[src/hse_pkg.sv]
// Shared constants, codes and helpers of the hypercube slice enumerator.
package hse_pkg;

    localparam int NUM_DIMS   = 3;
    localparam int SHARE_BITS = 6;
    localparam int REG_BITS   = 7;
    localparam int ID_BITS    = 18;
    localparam int FUNC_BITS  = 2;

    localparam int PROD_BITS    = NUM_DIMS * SHARE_BITS + 1;
    localparam int DIM_BITS     = (NUM_DIMS > 1) ? $clog2(NUM_DIMS) : 1;
    localparam int CNT_BITS     = $clog2(ID_BITS);
    localparam int CFG_ADDR_BITS = $clog2(2 * NUM_DIMS);

    localparam int S_TDATA_BITS = ((ID_BITS + 7) / 8) * 8;
    localparam int M_TDATA_BITS = ((ID_BITS + 1 + 7) / 8) * 8;

    localparam int REG_SIZE_BASE  = 0;
    localparam int REG_COORD_BASE = NUM_DIMS;

    localparam logic [REG_BITS-1:0] SIZE_RESET  = REG_BITS'(1);
    localparam logic [REG_BITS-1:0] COORD_RESET = '1;

    typedef enum logic [FUNC_BITS-1:0] {
        FUNC_RESTART = 2'd0,
        FUNC_EMIT    = 2'd1,
        FUNC_QUERY   = 2'd2,
        FUNC_UNUSED  = 2'd3
    } func_t;

    // size 0 counts as 1, sizes above 2^SHARE_BITS are capped
    function automatic logic [REG_BITS-1:0] eff_size(input logic [REG_BITS-1:0] s);
        logic [REG_BITS-1:0] r;
        r = s;
        if (s == '0) r = REG_BITS'(1);
        else if (s > REG_BITS'(1 << SHARE_BITS)) r = REG_BITS'(1 << SHARE_BITS);
        return r;
    endfunction

endpackage

[src/hypercube_slice_enumerator.sv]
// Top level: slice enumeration and membership test with serial multiply and divide.
//
//  channel   dir  handshake           payload
//  s_        in   s_tvalid/s_tready   tuser: func; tdata: query_id
//  m_        out  m_tvalid/m_tready   tdata: serial_id, member; tlast: is_last;
//                                     tuser: exhausted
//  cfg_      in   cfg_we              cfg_addr, cfg_wdata
//
// Restart, exhausted emit, unused codes: done state, then the output register.
// Emit: two shift-add multiplies of seven steps each (Horner).
// Query: two such multiplies for the cube product, then an 18-step restoring division
// per dimension; an id outside the cube ends after the product.
// One item at a time; a new item is taken while the previous result waits.
// Reset is synchronous and needs no clearing pass.
module hypercube_slice_enumerator (
    input  logic                                aclk,
    input  logic                                aresetn,
    input  logic                                s_tvalid,
    output logic                                s_tready,
    input  logic [hse_pkg::S_TDATA_BITS-1:0]    s_tdata,   // query_id, zero pad
    input  logic [hse_pkg::FUNC_BITS-1:0]       s_tuser,   // func
    output logic                                m_tvalid,
    input  logic                                m_tready,
    output logic [hse_pkg::M_TDATA_BITS-1:0]    m_tdata,   // serial_id, member, zero pad
    output logic                                m_tlast,   // is_last
    output logic                                m_tuser,   // exhausted
    input  logic                                cfg_we,
    input  logic [hse_pkg::CFG_ADDR_BITS-1:0]   cfg_addr,
    input  logic [hse_pkg::REG_BITS-1:0]        cfg_wdata
);

    localparam int N  = hse_pkg::NUM_DIMS;
    localparam int RB = hse_pkg::REG_BITS;
    localparam int SB = hse_pkg::SHARE_BITS;
    localparam int IB = hse_pkg::ID_BITS;
    localparam int PB = hse_pkg::PROD_BITS;
    localparam int DB = hse_pkg::DIM_BITS;
    localparam int CB = hse_pkg::CNT_BITS;
    localparam int AB = hse_pkg::CFG_ADDR_BITS;

    typedef enum logic [1:0] {ST_IDLE, ST_MUL, ST_DIV, ST_DONE} state_t;

    state_t               state_reg, state_next;
    hse_pkg::func_t       op_reg, op_next;
    logic [DB-1:0]        dim_reg, dim_next;
    logic [CB-1:0]        cnt_reg, cnt_next;
    logic [PB-1:0]        a_reg, a_next;
    logic [PB-1:0]        p_reg, p_next;
    logic [RB-1:0]        mr_reg, mr_next;
    logic [IB-1:0]        q_reg, q_next;
    logic [RB-1:0]        r_reg, r_next;
    logic                 match_reg, match_next;

    logic [IB-1:0]        res_id_reg, res_id_next;
    logic                 res_last_reg, res_last_next;
    logic                 res_exh_reg, res_exh_next;
    logic                 res_mem_reg, res_mem_next;

    logic                 m_valid_reg, m_valid_next;
    logic [IB-1:0]        m_id_reg, m_id_next;
    logic                 m_last_reg, m_last_next;
    logic                 m_exh_reg, m_exh_next;
    logic                 m_mem_reg, m_mem_next;

    logic [RB-1:0]        size_reg [N], size_next [N];
    logic [RB-1:0]        coord_reg [N], coord_next [N];
    logic [SB-1:0]        pos_reg [N], pos_next [N];
    logic                 finished_reg, finished_next;

    logic [RB-1:0]        eff_s [N];
    logic                 wild [N];
    logic [SB-1:0]        adv_pos [N];
    logic                 adv_wrap;
    logic [PB-1:0]        mul_sum;
    logic [RB:0]          div_t, div_s;
    logic                 div_ge;
    logic [RB-1:0]        div_rem;
    logic [DB-1:0]        dim_dn, dim_up;
    logic                 ok;

    assign s_tready = (state_reg == ST_IDLE);
    assign m_tvalid = m_valid_reg;
    assign m_tdata  = {{(hse_pkg::M_TDATA_BITS - IB - 1){1'b0}}, m_mem_reg, m_id_reg};
    assign m_tlast  = m_last_reg;
    assign m_tuser  = m_exh_reg;

    always_comb begin
        for (int d = 0; d < N; d++) begin
            eff_s[d] = hse_pkg::eff_size(size_reg[d]);
            wild[d]  = coord_reg[d][RB-1];
        end
        adv_wrap = 1'b1;
        for (int d = 0; d < N; d++) begin
            adv_pos[d] = pos_reg[d];
            if (adv_wrap && wild[d]) begin
                if ({1'b0, pos_reg[d]} + (SB + 1)'(1) >= (SB + 1)'(eff_s[d])) begin
                    adv_pos[d] = '0;
                end else begin
                    adv_pos[d] = pos_reg[d] + SB'(1);
                    adv_wrap   = 1'b0;
                end
            end
        end
        mul_sum = p_reg + (mr_reg[0] ? a_reg : '0);
        div_t   = {r_reg, q_reg[IB-1]};
        div_s   = {1'b0, eff_s[dim_reg]};
        div_ge  = (div_t >= div_s);
        div_rem = div_ge ? RB'(div_t - div_s) : RB'(div_t);
        dim_dn  = dim_reg - DB'(1);
        dim_up  = dim_reg + DB'(1);
        ok      = match_reg && (wild[dim_reg] || div_rem == coord_reg[dim_reg]);
    end

    always_comb begin
        state_next    = state_reg;
        op_next       = op_reg;
        dim_next      = dim_reg;
        cnt_next      = cnt_reg;
        a_next        = a_reg;
        p_next        = p_reg;
        mr_next       = mr_reg;
        q_next        = q_reg;
        r_next        = r_reg;
        match_next    = match_reg;
        res_id_next   = res_id_reg;
        res_last_next = res_last_reg;
        res_exh_next  = res_exh_reg;
        res_mem_next  = res_mem_reg;
        m_valid_next  = m_valid_reg;
        m_id_next     = m_id_reg;
        m_last_next   = m_last_reg;
        m_exh_next    = m_exh_reg;
        m_mem_next    = m_mem_reg;
        finished_next = finished_reg;
        for (int d = 0; d < N; d++) begin
            size_next[d]  = size_reg[d];
            coord_next[d] = coord_reg[d];
            pos_next[d]   = pos_reg[d];
        end

        if (cfg_we) begin
            for (int d = 0; d < N; d++) begin
                if (cfg_addr == AB'(hse_pkg::REG_SIZE_BASE + d)) size_next[d] = cfg_wdata;
                if (cfg_addr == AB'(hse_pkg::REG_COORD_BASE + d)) coord_next[d] = cfg_wdata;
            end
        end

        if (m_valid_reg && m_tready) m_valid_next = 1'b0;

        unique case (state_reg)
            ST_IDLE: begin
                if (s_tvalid) begin
                    op_next       = hse_pkg::func_t'(s_tuser);
                    q_next        = s_tdata[IB-1:0];
                    res_id_next   = '0;
                    res_last_next = 1'b0;
                    res_exh_next  = 1'b0;
                    res_mem_next  = 1'b0;
                    cnt_next      = '0;
                    state_next    = ST_DONE;
                    unique case (hse_pkg::func_t'(s_tuser))
                        hse_pkg::FUNC_RESTART: begin
                            finished_next = 1'b0;
                            for (int d = 0; d < N; d++) begin
                                if (wild[d]) begin
                                    pos_next[d] = '0;
                                end else begin
                                    pos_next[d] = coord_reg[d][SB-1:0];
                                    if (coord_reg[d] >= eff_s[d]) finished_next = 1'b1;
                                end
                            end
                        end
                        hse_pkg::FUNC_EMIT: begin
                            if (finished_reg) begin
                                res_exh_next = 1'b1;
                            end else begin
                                // Horner from the top dimension down
                                a_next     = PB'(pos_reg[N-1]);
                                mr_next    = eff_s[N-2];
                                p_next     = PB'(pos_reg[N-2]);
                                dim_next   = DB'(N - 2);
                                state_next = ST_MUL;
                            end
                        end
                        hse_pkg::FUNC_QUERY: begin
                            a_next     = PB'(eff_s[0]);
                            mr_next    = eff_s[1];
                            p_next     = '0;
                            dim_next   = DB'(1);
                            state_next = ST_MUL;
                        end
                        default: ;
                    endcase
                end
            end
            ST_MUL: begin
                p_next   = mul_sum;
                a_next   = {a_reg[PB-2:0], 1'b0};
                mr_next  = {1'b0, mr_reg[RB-1:1]};
                cnt_next = cnt_reg + CB'(1);
                if (cnt_reg == CB'(RB - 1)) begin
                    cnt_next = '0;
                    if (op_reg == hse_pkg::FUNC_EMIT) begin
                        if (dim_reg == '0) begin
                            res_id_next   = mul_sum[IB-1:0];
                            res_last_next = adv_wrap;
                            finished_next = adv_wrap;
                            for (int d = 0; d < N; d++) pos_next[d] = adv_pos[d];
                            state_next    = ST_DONE;
                        end else begin
                            a_next   = mul_sum;
                            mr_next  = eff_s[dim_dn];
                            p_next   = PB'(pos_reg[dim_dn]);
                            dim_next = dim_dn;
                        end
                    end else begin
                        if (dim_reg == DB'(N - 1)) begin
                            if (PB'(q_reg) >= mul_sum) begin
                                state_next = ST_DONE;
                            end else begin
                                dim_next   = '0;
                                r_next     = '0;
                                match_next = 1'b1;
                                state_next = ST_DIV;
                            end
                        end else begin
                            a_next   = mul_sum;
                            mr_next  = eff_s[dim_up];
                            p_next   = '0;
                            dim_next = dim_up;
                        end
                    end
                end
            end
            ST_DIV: begin
                r_next   = div_rem;
                q_next   = {q_reg[IB-2:0], div_ge};
                cnt_next = cnt_reg + CB'(1);
                if (cnt_reg == CB'(IB - 1)) begin
                    cnt_next   = '0;
                    match_next = ok;
                    r_next     = '0;
                    if (dim_reg == DB'(N - 1)) begin
                        res_mem_next = ok;
                        state_next   = ST_DONE;
                    end else begin
                        dim_next = dim_up;
                    end
                end
            end
            ST_DONE: begin
                if (!m_valid_reg || m_tready) begin
                    m_valid_next = 1'b1;
                    m_id_next    = res_id_reg;
                    m_last_next  = res_last_reg;
                    m_exh_next   = res_exh_reg;
                    m_mem_next   = res_mem_reg;
                    state_next   = ST_IDLE;
                end
            end
            default: state_next = ST_IDLE;
        endcase
    end

    always_ff @(posedge aclk) begin
        if (!aresetn) begin
            state_reg    <= ST_IDLE;
            m_valid_reg  <= 1'b0;
            finished_reg <= 1'b0;
            for (int d = 0; d < N; d++) begin
                size_reg[d]  <= hse_pkg::SIZE_RESET;
                coord_reg[d] <= hse_pkg::COORD_RESET;
                pos_reg[d]   <= '0;
            end
        end else begin
            state_reg    <= state_next;
            m_valid_reg  <= m_valid_next;
            finished_reg <= finished_next;
            for (int d = 0; d < N; d++) begin
                size_reg[d]  <= size_next[d];
                coord_reg[d] <= coord_next[d];
                pos_reg[d]   <= pos_next[d];
            end
            op_reg       <= op_next;
            dim_reg      <= dim_next;
            cnt_reg      <= cnt_next;
            a_reg        <= a_next;
            p_reg        <= p_next;
            mr_reg       <= mr_next;
            q_reg        <= q_next;
            r_reg        <= r_next;
            match_reg    <= match_next;
            res_id_reg   <= res_id_next;
            res_last_reg <= res_last_next;
            res_exh_reg  <= res_exh_next;
            res_mem_reg  <= res_mem_next;
            m_id_reg     <= m_id_next;
            m_last_reg   <= m_last_next;
            m_exh_reg    <= m_exh_next;
            m_mem_reg    <= m_mem_next;
        end
    end

endmodule

[config.mk]
export PLATFORM = sky130hd
export DESIGN_NAME = hypercube_slice_enumerator
export DESIGN_NICKNAME = d
export VERILOG_FILES = /design/src/hse_pkg.sv /design/src/hypercube_slice_enumerator.sv
export SDC_FILE = /design/constraint.sdc
export NUM_CORES = 1
export LEC_CHECK = 0
export BUFFER_PORTS_ARGS = -buffer_cell sky130_fd_sc_hd__buf_2
export CAP_MARGIN = 25
export CORE_ASPECT_RATIO = 0.7
export CORE_MARGIN = 2
export CORE_UTILIZATION = 50
export CTS_BUF_LIST = sky130_fd_sc_hd__clkbuf_8
export DETAILED_ROUTE_END_ITERATION = 7
export PLACE_DENSITY_LB_ADDON = 0.15
export SYNTH_ARGS = -nofsm -noshare
export SYNTH_HDL_FRONTEND = slang
export SYNTH_SLANG_ARGS = --single-unit
[constraint.sdc]
create_clock -name aclk -period 6.05 [get_ports aclk]
set_input_delay 1.21 -clock aclk [delete_from_list [all_inputs] [get_ports aclk]]
set_output_delay 1.21 -clock aclk [all_outputs]
set_load 0.01 [all_outputs]
==> results of run 1 <==
-- per-stage QoR --
| stage | setup slack [ps] | hold slack [ps] | instances | instance area, um2 | utilization, % |
|---|---|---|---|---|---|
| 2_1_floorplan | 1480 | 400 | 1202 | 11500 | - |
| 3_3_place_gp | 802 | 406 | 1529 | 12000 | 53.3 |
| 3_5_place_dp | 793 | 405 | 1530 | 12000 | 53.4 |
| 4_1_cts | 732 | 432 | 1562 | 12500 | 55.3 |
| 5_1_grt | 333 | 437 | 1564 | 12500 | 55.4 |
| 6_report | 670 | 431 | 1564 | 12500 | 55.4 |
-- worst paths after layout --
| kind | startpoint | end | slack, ps | cells past startpoint |
|---|---|---|---|---|
| worst max-delay path | mr_reg[0]$_DFFE_PP_ | r_reg[6]$_SDFFCE_PN0P_ | 670 | 17 |
| worst min-delay path | res_id_reg[2]$_SDFFCE_PN0P_ | m_id_reg[2]$_DFFE_PP_ | 430 | 0 |
| worst max register to register | mr_reg[0]$_DFFE_PP_ | r_reg[6]$_SDFFCE_PN0P_ | 670 | 17 |
| worst min register to register | res_id_reg[2]$_SDFFCE_PN0P_ | m_id_reg[2]$_DFFE_PP_ | 430 | 0 |
-- placed cells by master, fill, tap and decap left out, types with 18 or more instances in the layout --
cell,n
nor2_1,134
edfxtp_1,122
nand2_1,121
ha_1,99
a21oi_1,82
dfxtp_1,66
o21ai_0,65
inv_1,58
buf_2,57
mux2i_1,45
nand3_1,40
nand2b_1,28
nor2b_1,28
and2_1,25
xnor2_1,23
xor2_1,19
mux2_2,18
-- power groups by stage --
stage | clock, uW | sequential, uW | combinational (uW)
floorplan | 0 | 1790 | 1490
global placement | 0 | 1870 | 1970
detailed placement | 0 | 1870 | 2020
CTS | 893 | 1840 | 2040
global route | 931 | 1860 | 2310
finish | 878 | 1840 | 2080
-- layer usage --
| metal | GRT usage (%) | vias to the layer above |
|---|---|---|
| met3 | 7.04 | 37 |
| met1 | 42.4 | 4311 |
| li1 | - | 4394 |
| met2 | 34.5 | 377 |
| met4 | 6.68 | 0 |
| met5 | 0 | - |
-- cell families (layout without fill, tap and decap cells) --
logic type / count (synthesis) / in the layout
buf+inv: 113 / 163
xor+xnor: 43 / 43
mux: 65 / 65
compound gates: 275 / 275
simple gates: 412 / 412
other cells: 1 / 5
fa+ha+maj: 101 / 101
flops: 188 / 188
-- cell type report --
class | instances | area share (%)
Timing Repair Buffer | 73 | 3.46
Clock buffer | 17 | 1.87
Multi-Input combinational cell | 901 | 48.4
Inverter | 58 | 1.74
Sequential cell | 188 | 39.9
Tap cell | 312 | 3.12
Clock inverter | 15 | 1.50
==> key figures, run 1 <==
Logic synthesis
  – Post-synthesis cell count: 1198
  – Largest family of logic cells by synthesized area: simple AND/OR/NAND/NOR gates
  – Most used DFF post-synth: edfxtp_1
  – Async set-or-reset flop fraction in the synthesized netlist: 0%
  – Post-synthesis adder-cell area fraction: between 10% and 20%
  – Most numerous cell in the Yosys netlist: nor2_1
  – Post-Syn Area: 11500 um2
  – Post-synthesis mux area share: 5.96%
  – Largest cells by area after synthesis: edfxtp_1, dfxtp_1, ha_1
  – Post-synthesis sequential element count: 188
  – Synth area leader: edfxtp_1
  – Post-synthesis compound-gate area fraction: 15.6%
  – Synth Area in Simple Gates: between 10% and 20%
  – Seq/Total Area, Yosys: 43.5%
  – Xor-xnor portion of the synthesized cell area: 3.35%
  – Post-synth cell types: 67
  – Post-synth EDFFs: roughly 120
  – Syn Area/Cell: 9.57 um2
  – Synth top area share: 32.0%
  – Syn. warnings: 0
  – Commonest cells post-synth: nor2_1, edfxtp_1, nand2_1

Clock tree
  – Post-CTS Resized: 0
  – TritonCTS Sinks: roughly 190
  – Root buffer cell: clkbuf_8
  – Worst skew pair latency: between 500 and 600 ps
  – Reg clk slew, reported paths: 120 ps
  – Clock Path Buffers: 2
  – Post-CTS Hold Fix Bufs: 0
  – Setup bufs post-CTS: 0
  – CTS H-tree lvls: 4
  – Num CTS Buffers: 17
  – CTS tree: done

Critical path
  – Worst Path Arrival: 5550 ps
  – Crit path max-delay family: compound AO/OA/AOI/OAI gates
  – CP bufs+invs: 0
  – Crit path capture type: flip-flop
  – Worst path cell trace: and2_1, ha_1, fa_1, a211oi_2, o21ai_2, o31a_1, o41ai_4, o21bai_1, a21oi_1, xor2_1, ha_1, a2111oi_0, o21ai_0, a221oi_1, nor3_1, nand2_1, and2_1
  – CP required: 6220 ps
  – Setup crit start kind: flip-flop
  – CP peak stage delay: 540 ps
  – Crit-path max FO: 7
  – Slowest-stage cell, CP: a2111oi_0
  – CP Class: reg -> reg

Finish
  – Register area: between 4000 and 5000 um2
  – Nets: 1381
  – Multi-input logic area: 6050 um2
  – Layout cell share with drive strength beyond 1: 11.2%
  – Antenna Cells: 0
  – Layout fillers: 2070
  – Layout area overhead: 9.05%

Power and ir drop
  – Switch share: 42.6%
  – Largest vdd supply drop: ~200 uV
  – Switching power: 2050 uW
  – Clock network power share: 18.3%
  – Internal: approximately 2800 uW
  – Power after layout: 4800 uW
  – Pleak: 0.00474 uW
  – Power per cell area: around 380 nW/um2
  – Comb power frac: 43.4%
  – Seq pwr share: 38.3%

Floorplan
  – Chip height: 131 um
  – Die area: 24200 um2
  – Top Ports: 69
  – Die W: 185 um
  – Core ar.: 22600 um2
  – FP Rows: 46
  – Initial Util: 50.8%

GRT
  – Total GRT Usage: 26.5%
  – GR Overflow Total: 0
  – Vias in the first global route: 8349
  – Initial antenna violation count: 0
  – Pin count of the biggest net entering global routing: 40
  – First-pass GRT wire length: around 48000 um

Detailed routing
  – Wl on met1: about 16000 um
  – Post-DRT Antenna Nets: 0
  – Routed length on met2: about 12000 um
  – DRT Pass-1 Iters: 6
  – Top Metal Used: met4
  – Via/cell ratio: 5.83
  – Residual DRC: 0
  – Via Count: around 9000
  – Met3 Wirelength: around 3000 um
  – Detailed Route Iter0 Violations: 891
  – WL final: 30700 um
  – Post-DR wirelength/cell: between 15 and 20 um

Timing
  – Fin crit period: 5380 ps
  – Setup Skew: 27.1 ps
  – Period utilization: 88.9%
  – RSZ-0062 raised after global routing: no
  – Maximum clock frequency: 186 MHz
  – Slew margin rel.: 40.8%
  – Slew Viols, Final: 0
  – Worst Max-Slew Pin Slew: 885 ps
  – Setup violations, final: 0
  – Final hold vios: 0
  – Setup tns final: 0 ps

Placement
  – IO Port Bufs: 57
  – HPWL after DPL: between 20000 and 25000 um
  – RePlAce Congestion: 0.928

Outcome
  – Status: completed

Worst hold path
  – HP Class: reg -> reg

Run
  – Max Cap Viol: 0
Note: power is estimated with default switching activity, not from simulation.
==> run 2, diff against run 1 <==
- CORE_ASPECT_RATIO: 0.7 -> 1.75
==> run 2 against run 1 <==
Effect of this change:
- clock power shrank 2.7%
- non-clock buffer count is the same
- hold slack lost 2.0 ps
- wire length grew 4.6%
- critical path depth is the same
- setup slack gained 170 ps
- clock skew shrank 8.9 ps
- final cell count shrank 0.77%
- combinational power is essentially flat
- sequential power is essentially flat
- largest cell class unchanged
==> key figures, run 2 (synthesis gave the netlist of run 1 again) <==
Critical path
  – Crit path capture type: flip-flop (unchanged)
  – CP most frequent cell: ha_1
  – CP bufs+invs: 0 (unchanged)
  – CP Class: reg -> reg (unchanged)
  – CP required: 6460 ps (was 6220 ps)
  – CP peak stage delay: 510 ps (was 540 ps)
  – Slowest-stage cell, CP: edfxtp_1 (was a2111oi_0)
  – Crit path depth: 17 (unchanged)
  – Worst reg2reg startpoint: mr_reg[0]$_DFFE_PP_ (unchanged)
  – Worst path cell trace: and2_1, ha_1, fa_1, a211oi_2, o21ai_2, o31a_1, o41ai_4, o21bai_1, a21oi_1, xor2_1, ha_1, a2111oi_0, o21ai_0, a221oi_1, nor3_1, a31oi_2, mux2_4 (was and2_1, ha_1, fa_1, a211oi_2, o21ai_2, o31a_1, o41ai_4, o21bai_1, a21oi_1, xor2_1, ha_1, a2111oi_0, o21ai_0, a221oi_1, nor3_1, nand2_1, and2_1)
  – Crit path from: mr_reg[0]$_DFFE_PP_ (unchanged)
  – Worst Path Arrival: 5620 ps (was 5550 ps)
  – Reg2Reg Depth: 17 (unchanged)
  – FF-to-FF setup slack: 840 ps (was 670 ps)
  – Setup crit start kind: flip-flop (unchanged)
  – Crit path max-delay family: compound AO/OA/AOI/OAI gates (unchanged)
  – Crit-path max FO: 6 (was 7)

Timing
  – Fin crit period: 5210 ps (was 5380 ps)
  – Worst Max-Slew Pin Slew: 1040 ps (was 885 ps)
  – Slew Viols, Final: 0 (unchanged)
  – Maximum clock frequency: 192 MHz (was 186 MHz)
  – Setup Skew: 18.2 ps (was 27.1 ps)
  – Final hold vios: 0 (unchanged)
  – RSZ-0062 raised after global routing: no (unchanged)
  – Setup violations, final: 0 (unchanged)
  – Period utilization: 86.1% (was 88.9%)
  – Setup tns final: 0 ps (unchanged)
  – Slew margin rel.: 30.4% (was 40.8%)

Power and ir drop
  – Switching power: 1990 uW (was 2050 uW)
  – Clock network power share: 17.9% (was 18.3%)
  – Power per cell area: 383 nW/um2 (was 384 nW/um2)
  – Switch share: 41.8% (was 42.6%)
  – Power after layout: 4770 uW (was 4800 uW)
  – Seq pwr share: 38.9% (was 38.3%)
  – Largest vdd supply drop: 214 uV (was 200 uV)
  – Internal: 2770 uW (was 2760 uW)
  – Comb power frac: 43.2% (was 43.4%)
  – Pleak: 0.00472 uW (was 0.00474 uW)

Placement
  – RePlAce Congestion: 1.05 (was 0.928)
  – IO Port Bufs: 57 (unchanged)
  – HPWL after DPL: 24700 um (was 23200 um)

Finish
  – Multi-input logic area: 6050 um2 (unchanged)
  – Layout cell share with drive strength beyond 1: 11.0% (was 11.2%)
  – Register area: 4980 um2 (unchanged)
  – Layout fillers: 2156 (was 2070)
  – Most common cell after layout, fill and taps aside: nor2_1 (unchanged)
  – Nets: 1381 (unchanged)
  – Antenna Cells: 0 (unchanged)
  – Most frequent cells in the layout: nor2_1, edfxtp_1, nand2_1 (unchanged)
  – Layout area overhead: 8.58% (was 9.05%)

Floorplan
  – FP Rows: 73 (was 46)
  – Die area: 24200 um2 (about the same)
  – Top Ports: 69 (unchanged)
  – Die W: 118 um (was 185 um)
  – Core ar.: 22700 um2 (was 22600 um2)
  – Chip height: 204 um (was 131 um)
  – Initial Util: 50.6% (was 50.8%)

Run
  – Max Cap Viol: 0 (unchanged)

Detailed routing
  – Detailed Route Iter0 Violations: 644 (was 891)
  – Post-DR wirelength/cell: 20.7 um (was 19.6 um)
  – Via Count: 9068 (was 9119)
  – Post-DRT Antenna Nets: 0 (unchanged)
  – DRT Pass-1 Iters: 5 (was 6)
  – Via/cell ratio: 5.84 (was 5.83)
  – Residual DRC: 0 (unchanged)
  – WL final: 32100 um (was 30700 um)

Clock tree
  – Root buffer cell: clkbuf_8 (unchanged)
  – CTS H-tree lvls: 4 (unchanged)
  – Worst skew pair latency: 510 ps (about the same)
  – Post-CTS Resized: 0 (unchanged)
  – TritonCTS Sinks: 188 (unchanged)
  – Clock Path Buffers: 2 (unchanged)
  – Post-CTS Hold Fix Bufs: 0 (unchanged)
  – Reg clk slew, reported paths: 110 ps (was 120 ps)
  – Num CTS Buffers: 17 (unchanged)
  – CTS tree: done (unchanged)
  – Setup bufs post-CTS: 0 (unchanged)

GRT
  – First-pass GRT wire length: 50200 um (was 48000 um)
  – Pin count of the biggest net entering global routing: 46 (was 40)
  – Vias in the first global route: 9197 (was 8349)
  – Total GRT Usage: 27.5% (was 26.5%)
  – Initial antenna violation count: 0 (unchanged)
  – GR Overflow Total: 0 (unchanged)

Worst hold path
  – WHS Path Cells: 0 (unchanged)
  – HP Class: reg -> reg (unchanged)

Outcome
  – Status: completed (unchanged)
## run 2: how the worst min path moves through the flow
stage	startpoint	end	slack [ps]
after floorplan	res_id_reg[0]$_SDFFCE_PN0P_	m_id_reg[0]$_DFFE_PP_	400
after global placement	res_id_reg[8]$_SDFFCE_PN0P_	m_id_reg[8]$_DFFE_PP_	400
after detailed placement	res_id_reg[6]$_SDFFCE_PN0P_	m_id_reg[6]$_DFFE_PP_	410
after CTS	res_last_reg$_SDFFCE_PN0P_	m_tlast$_DFFE_PP_	430
after global routing	res_id_reg[3]$_SDFFCE_PN0P_	m_id_reg[3]$_DFFE_PP_	430
final	res_last_reg$_SDFFCE_PN0P_	m_tlast$_DFFE_PP_	430
## run 2: worst register-to-register path, delay by kind of cell (launching register included)
kind                       cells  cell delay (ps)
adders and majority gates      3              990
xor gates and xnor gates       1              370
AOI/OAI and AO/OA             10             2520
and+or+nand+nor                2              390
muxes                          1              330
DFF                            1              510
## run 2: final cells by class
cell class,count,share of cell area [%]
multi-input combinational,901,48.6
sequential,188,40.1
timing repair buffer,73,3.42
tap,300,3.02
clock buffer,17,1.88
inverter,58,1.75
clock inverter,15,1.26
## run 2: power groups by stage
stage,sequential [uW],combinational (uW),clock (uW)
final,1860,2060,854
after global routing,1880,2290,913
after CTS,1860,2040,872
after detailed placement,1890,2030,0
after global placement,1880,2000,0
after floorplan,1790,1490,0
## run 2: routing by layer
| layer | up-vias | track usage, % | part of all wire (%) |
|---|---|---|---|
| li1 | 4371 | - | - |
| met1 | 4337 | 26.1 | 35 |
| met2 | 260 | 52.5 | 54 |
| met3 | 100 | 4.52 | 3.5 |
| met4 | 0 | 19.9 | 7.8 |
| met5 | - | 0 | 0 |
## run 2: through the flow
step | setup slack [ps] | util, % | std cells | instance area, um2 | hold slack [ps]
after detailed placement | 943 | 53.1 | 1519 | 12000 | 406
final | 839 | 54.9 | 1552 | 12400 | 429
after global placement | 1000 | 53.1 | 1518 | 12000 | 400
after CTS | 856 | 54.8 | 1551 | 12400 | 429
after floorplan | 1480 | - | 1202 | 11500 | 400
after global routing | 470 | 54.9 | 1552 | 12400 | 429
==> run 3, diff against run 2 <==
- CTS_BUF_LIST: sky130_fd_sc_hd__clkbuf_8 -> sky130_fd_sc_hd__clkbuf_8 sky130_fd_sc_hd__clkbuf_16
==> run 3 against run 2 <==
Effect of this change:
- largest cell class unchanged
- clock power up 32%
- maximum frequency is 0.55% higher
- via count rose by 0.17%
- clock skew fell by 6.0 ps
- sequential cell count is the same
- final cell count unchanged
==> key figures, run 3 (synthesis gave the netlist of run 1 again) <==
Critical path
  – Worst reg2reg startpoint: mr_reg[0]$_DFFE_PP_ (unchanged)
  – CP bufs+invs: 0 (unchanged)
  – Worst Path Arrival: 5540 ps (was 5620 ps)
  – Crit path capture type: flip-flop (unchanged)
  – CP peak stage delay: 500 ps (was 510 ps)
  – CP required: 6410 ps (was 6460 ps)
  – Worst path cell trace: and2_1, ha_1, fa_1, a211oi_2, o21ai_2, o31a_1, o41ai_4, o21bai_1, a21oi_1, xor2_1, ha_1, a2111oi_0, o21ai_0, a221oi_1, nor3_1, a31oi_2, mux2_4 (unchanged)
  – Crit path max-delay family: compound AO/OA/AOI/OAI gates (unchanged)
  – Setup crit start kind: flip-flop (unchanged)
  – Crit path depth: 17 (unchanged)
  – Crit path from: mr_reg[0]$_DFFE_PP_ (unchanged)
  – Crit-path max FO: 6 (unchanged)
  – CP Class: reg -> reg (unchanged)
  – FF-to-FF setup slack: 870 ps (was 840 ps)
  – Reg2Reg Depth: 17 (unchanged)
  – Slowest-stage cell, CP: edfxtp_1 (unchanged)
  – CP most frequent cell: ha_1 (unchanged)

Detailed routing
  – Post-DR wirelength/cell: 20.8 um (was 20.7 um)
  – DRT Pass-1 Iters: 6 (was 5)
  – Via Count: 9083 (was 9068)
  – Post-DRT Antenna Nets: 0 (unchanged)
  – WL final: 32200 um (was 32100 um)
  – Residual DRC: 0 (unchanged)
  – Detailed Route Iter0 Violations: 563 (was 644)
  – Via/cell ratio: 5.85 (was 5.84)

Finish
  – Most frequent cells in the layout: nor2_1, edfxtp_1, nand2_1 (unchanged)
  – Most common cell after layout, fill and taps aside: nor2_1 (unchanged)
  – Layout cell share with drive strength beyond 1: 11.0% (unchanged)
  – Post-route cell area: 12600 um2 (was 12400 um2)
  – Antenna Cells: 0 (unchanged)
  – Layout area overhead: 10.3% (was 8.58%)
  – Finished Layout Cells: 1552 (unchanged)
  – Nets: 1381 (unchanged)

Timing
  – Final WS setup: 868 ps (was 839 ps)
  – Setup Skew: 12.1 ps (was 18.2 ps)
  – Period utilization: 85.7% (was 86.1%)
  – Setup tns final: 0 ps (unchanged)
  – RSZ-0062 raised after global routing: no (unchanged)
  – Worst Max-Slew Pin Slew: 1050 ps (was 1040 ps)
  – Final hold vios: 0 (unchanged)
  – Slew Viols, Final: 0 (unchanged)
  – Fin crit period: 5180 ps (was 5210 ps)
  – Maximum clock frequency: 193 MHz (was 192 MHz)
  – Slew margin rel.: 30.1% (was 30.4%)
  – Worst hold slack: 423 ps (was 429 ps)
  – Setup violations, final: 0 (unchanged)

Floorplan
  – Die W: 118 um (unchanged)
  – Die area: 24200 um2 (unchanged)
  – Chip height: 204 um (unchanged)
  – Top Ports: 69 (unchanged)
  – FP Rows: 73 (unchanged)
  – Initial Util: 50.6% (unchanged)
  – Core ar.: 22700 um2 (unchanged)

Placement
  – Placed insts: 1519 (unchanged)
  – RePlAce Congestion: 1.05 (unchanged)
  – Placed Area: 12000 um2 (unchanged)
  – IO Port Bufs: 57 (unchanged)
  – HPWL after DPL: 24700 um (unchanged)
  – Pre-CTS setup slack: 943 ps (unchanged)

Power and ir drop
  – Clock network power share: 22.4% (was 17.9%)
  – Seq pwr share: 36.7% (was 38.9%)
  – Switching power: 2040 uW (was 1990 uW)
  – Power per cell area: 400 nW/um2 (was 383 nW/um2)
  – Internal: 3020 uW (was 2770 uW)
  – Comb power frac: 40.8% (was 43.2%)
  – Pleak: 0.00481 uW (was 0.00472 uW)
  – Switch share: 40.3% (was 41.8%)
  – Largest vdd supply drop: 225 uV (was 214 uV)

Clock tree
  – Setup bufs post-CTS: 0 (unchanged)
  – Clock Path Buffers: 2 (unchanged)
  – CTS tree: done (unchanged)
  – Worst skew pair latency: 460 ps (was 510 ps)
  – Reg clk slew, reported paths: 80 ps (was 110 ps)
  – Num CTS Buffers: 17 (unchanged)
  – Root buffer cell: clkbuf_16 (was clkbuf_8)
  – CTS H-tree lvls: 4 (unchanged)
  – TritonCTS Sinks: 188 (unchanged)
  – Post-CTS Resized: 0 (unchanged)
  – Post-CTS Hold Fix Bufs: 0 (unchanged)

Outcome
  – Status: completed (unchanged)

Worst hold path
  – HP Class: reg -> reg (unchanged)

GRT
  – Vias in the first global route: 9206 (was 9197)
  – First-pass GRT wire length: 50400 um (was 50200 um)
  – Total GRT Usage: 27.6% (was 27.5%)
  – Pin count of the biggest net entering global routing: 46 (unchanged)
  – GR Overflow Total: 0 (unchanged)
  – Initial antenna violation count: 0 (unchanged)

Run
  – Max Cap Viol: 0 (unchanged)
-- run 3: worst register-to-register path, delay by kind of cell, from the launching register on --
family	cells	cell delay, ps
compound gates	10	2510
fa+ha+maj	3	990
flops	1	500
simple gates	2	390
xor+xnor	1	360
mux	1	330
-- run 3: per-layer routing --
metal	up-vias	wire (um)	part of all wire, %	track usage [%]
met3	101	1120	3.5	4.58
met1	4344	11100	35	26.2
li1	4378	-	-	-
met2	260	17400	54	52.6
met5	-	0	0	0
met4	0	2560	8.0	19.9
-- run 3: power by group through the flow --
stage	sequential (uW)	clock, uW	combinational, uW
after floorplan	1790	0	1490
after global placement	1880	0	2000
after detailed placement	1890	0	2030
after CTS	1860	1150	2040
after global routing	1880	1190	2300
final	1860	1130	2060
-- run 3: worst min-delay path by stage --
stage | start | end | slack [ps] | depth (start not counted)
after floorplan | res_id_reg[0]$_SDFFCE_PN0P_ | m_id_reg[0]$_DFFE_PP_ | 400 | 0
after detailed placement | res_id_reg[6]$_SDFFCE_PN0P_ | m_id_reg[6]$_DFFE_PP_ | 410 | 0
after global routing | res_id_reg[3]$_SDFFCE_PN0P_ | m_id_reg[3]$_DFFE_PP_ | 430 | 0
final | res_id_reg[2]$_SDFFCE_PN0P_ | m_id_reg[2]$_DFFE_PP_ | 420 | 0
after CTS | res_last_reg$_SDFFCE_PN0P_ | m_tlast$_DFFE_PP_ | 420 | 0
after global placement | res_id_reg[8]$_SDFFCE_PN0P_ | m_id_reg[8]$_DFFE_PP_ | 400 | 0
-- run 3: area by class of cell --
class,count,area (um2)
tap,300,375
fill,2131,10000
inverter,58,218
clock buffer,17,425
multi-input combinational,901,6050
timing repair buffer,73,425
clock inverter,15,156
sequential,188,4980
-- run 3: stage by stage --
stage | utilization [%] | power [uW]
floorplan | - | 3290
global placement | 53.1 | 3880
detailed placement | 53.1 | 3920
CTS | 55.7 | 5050
global route | 55.8 | 5370
finish | 55.8 | 5050
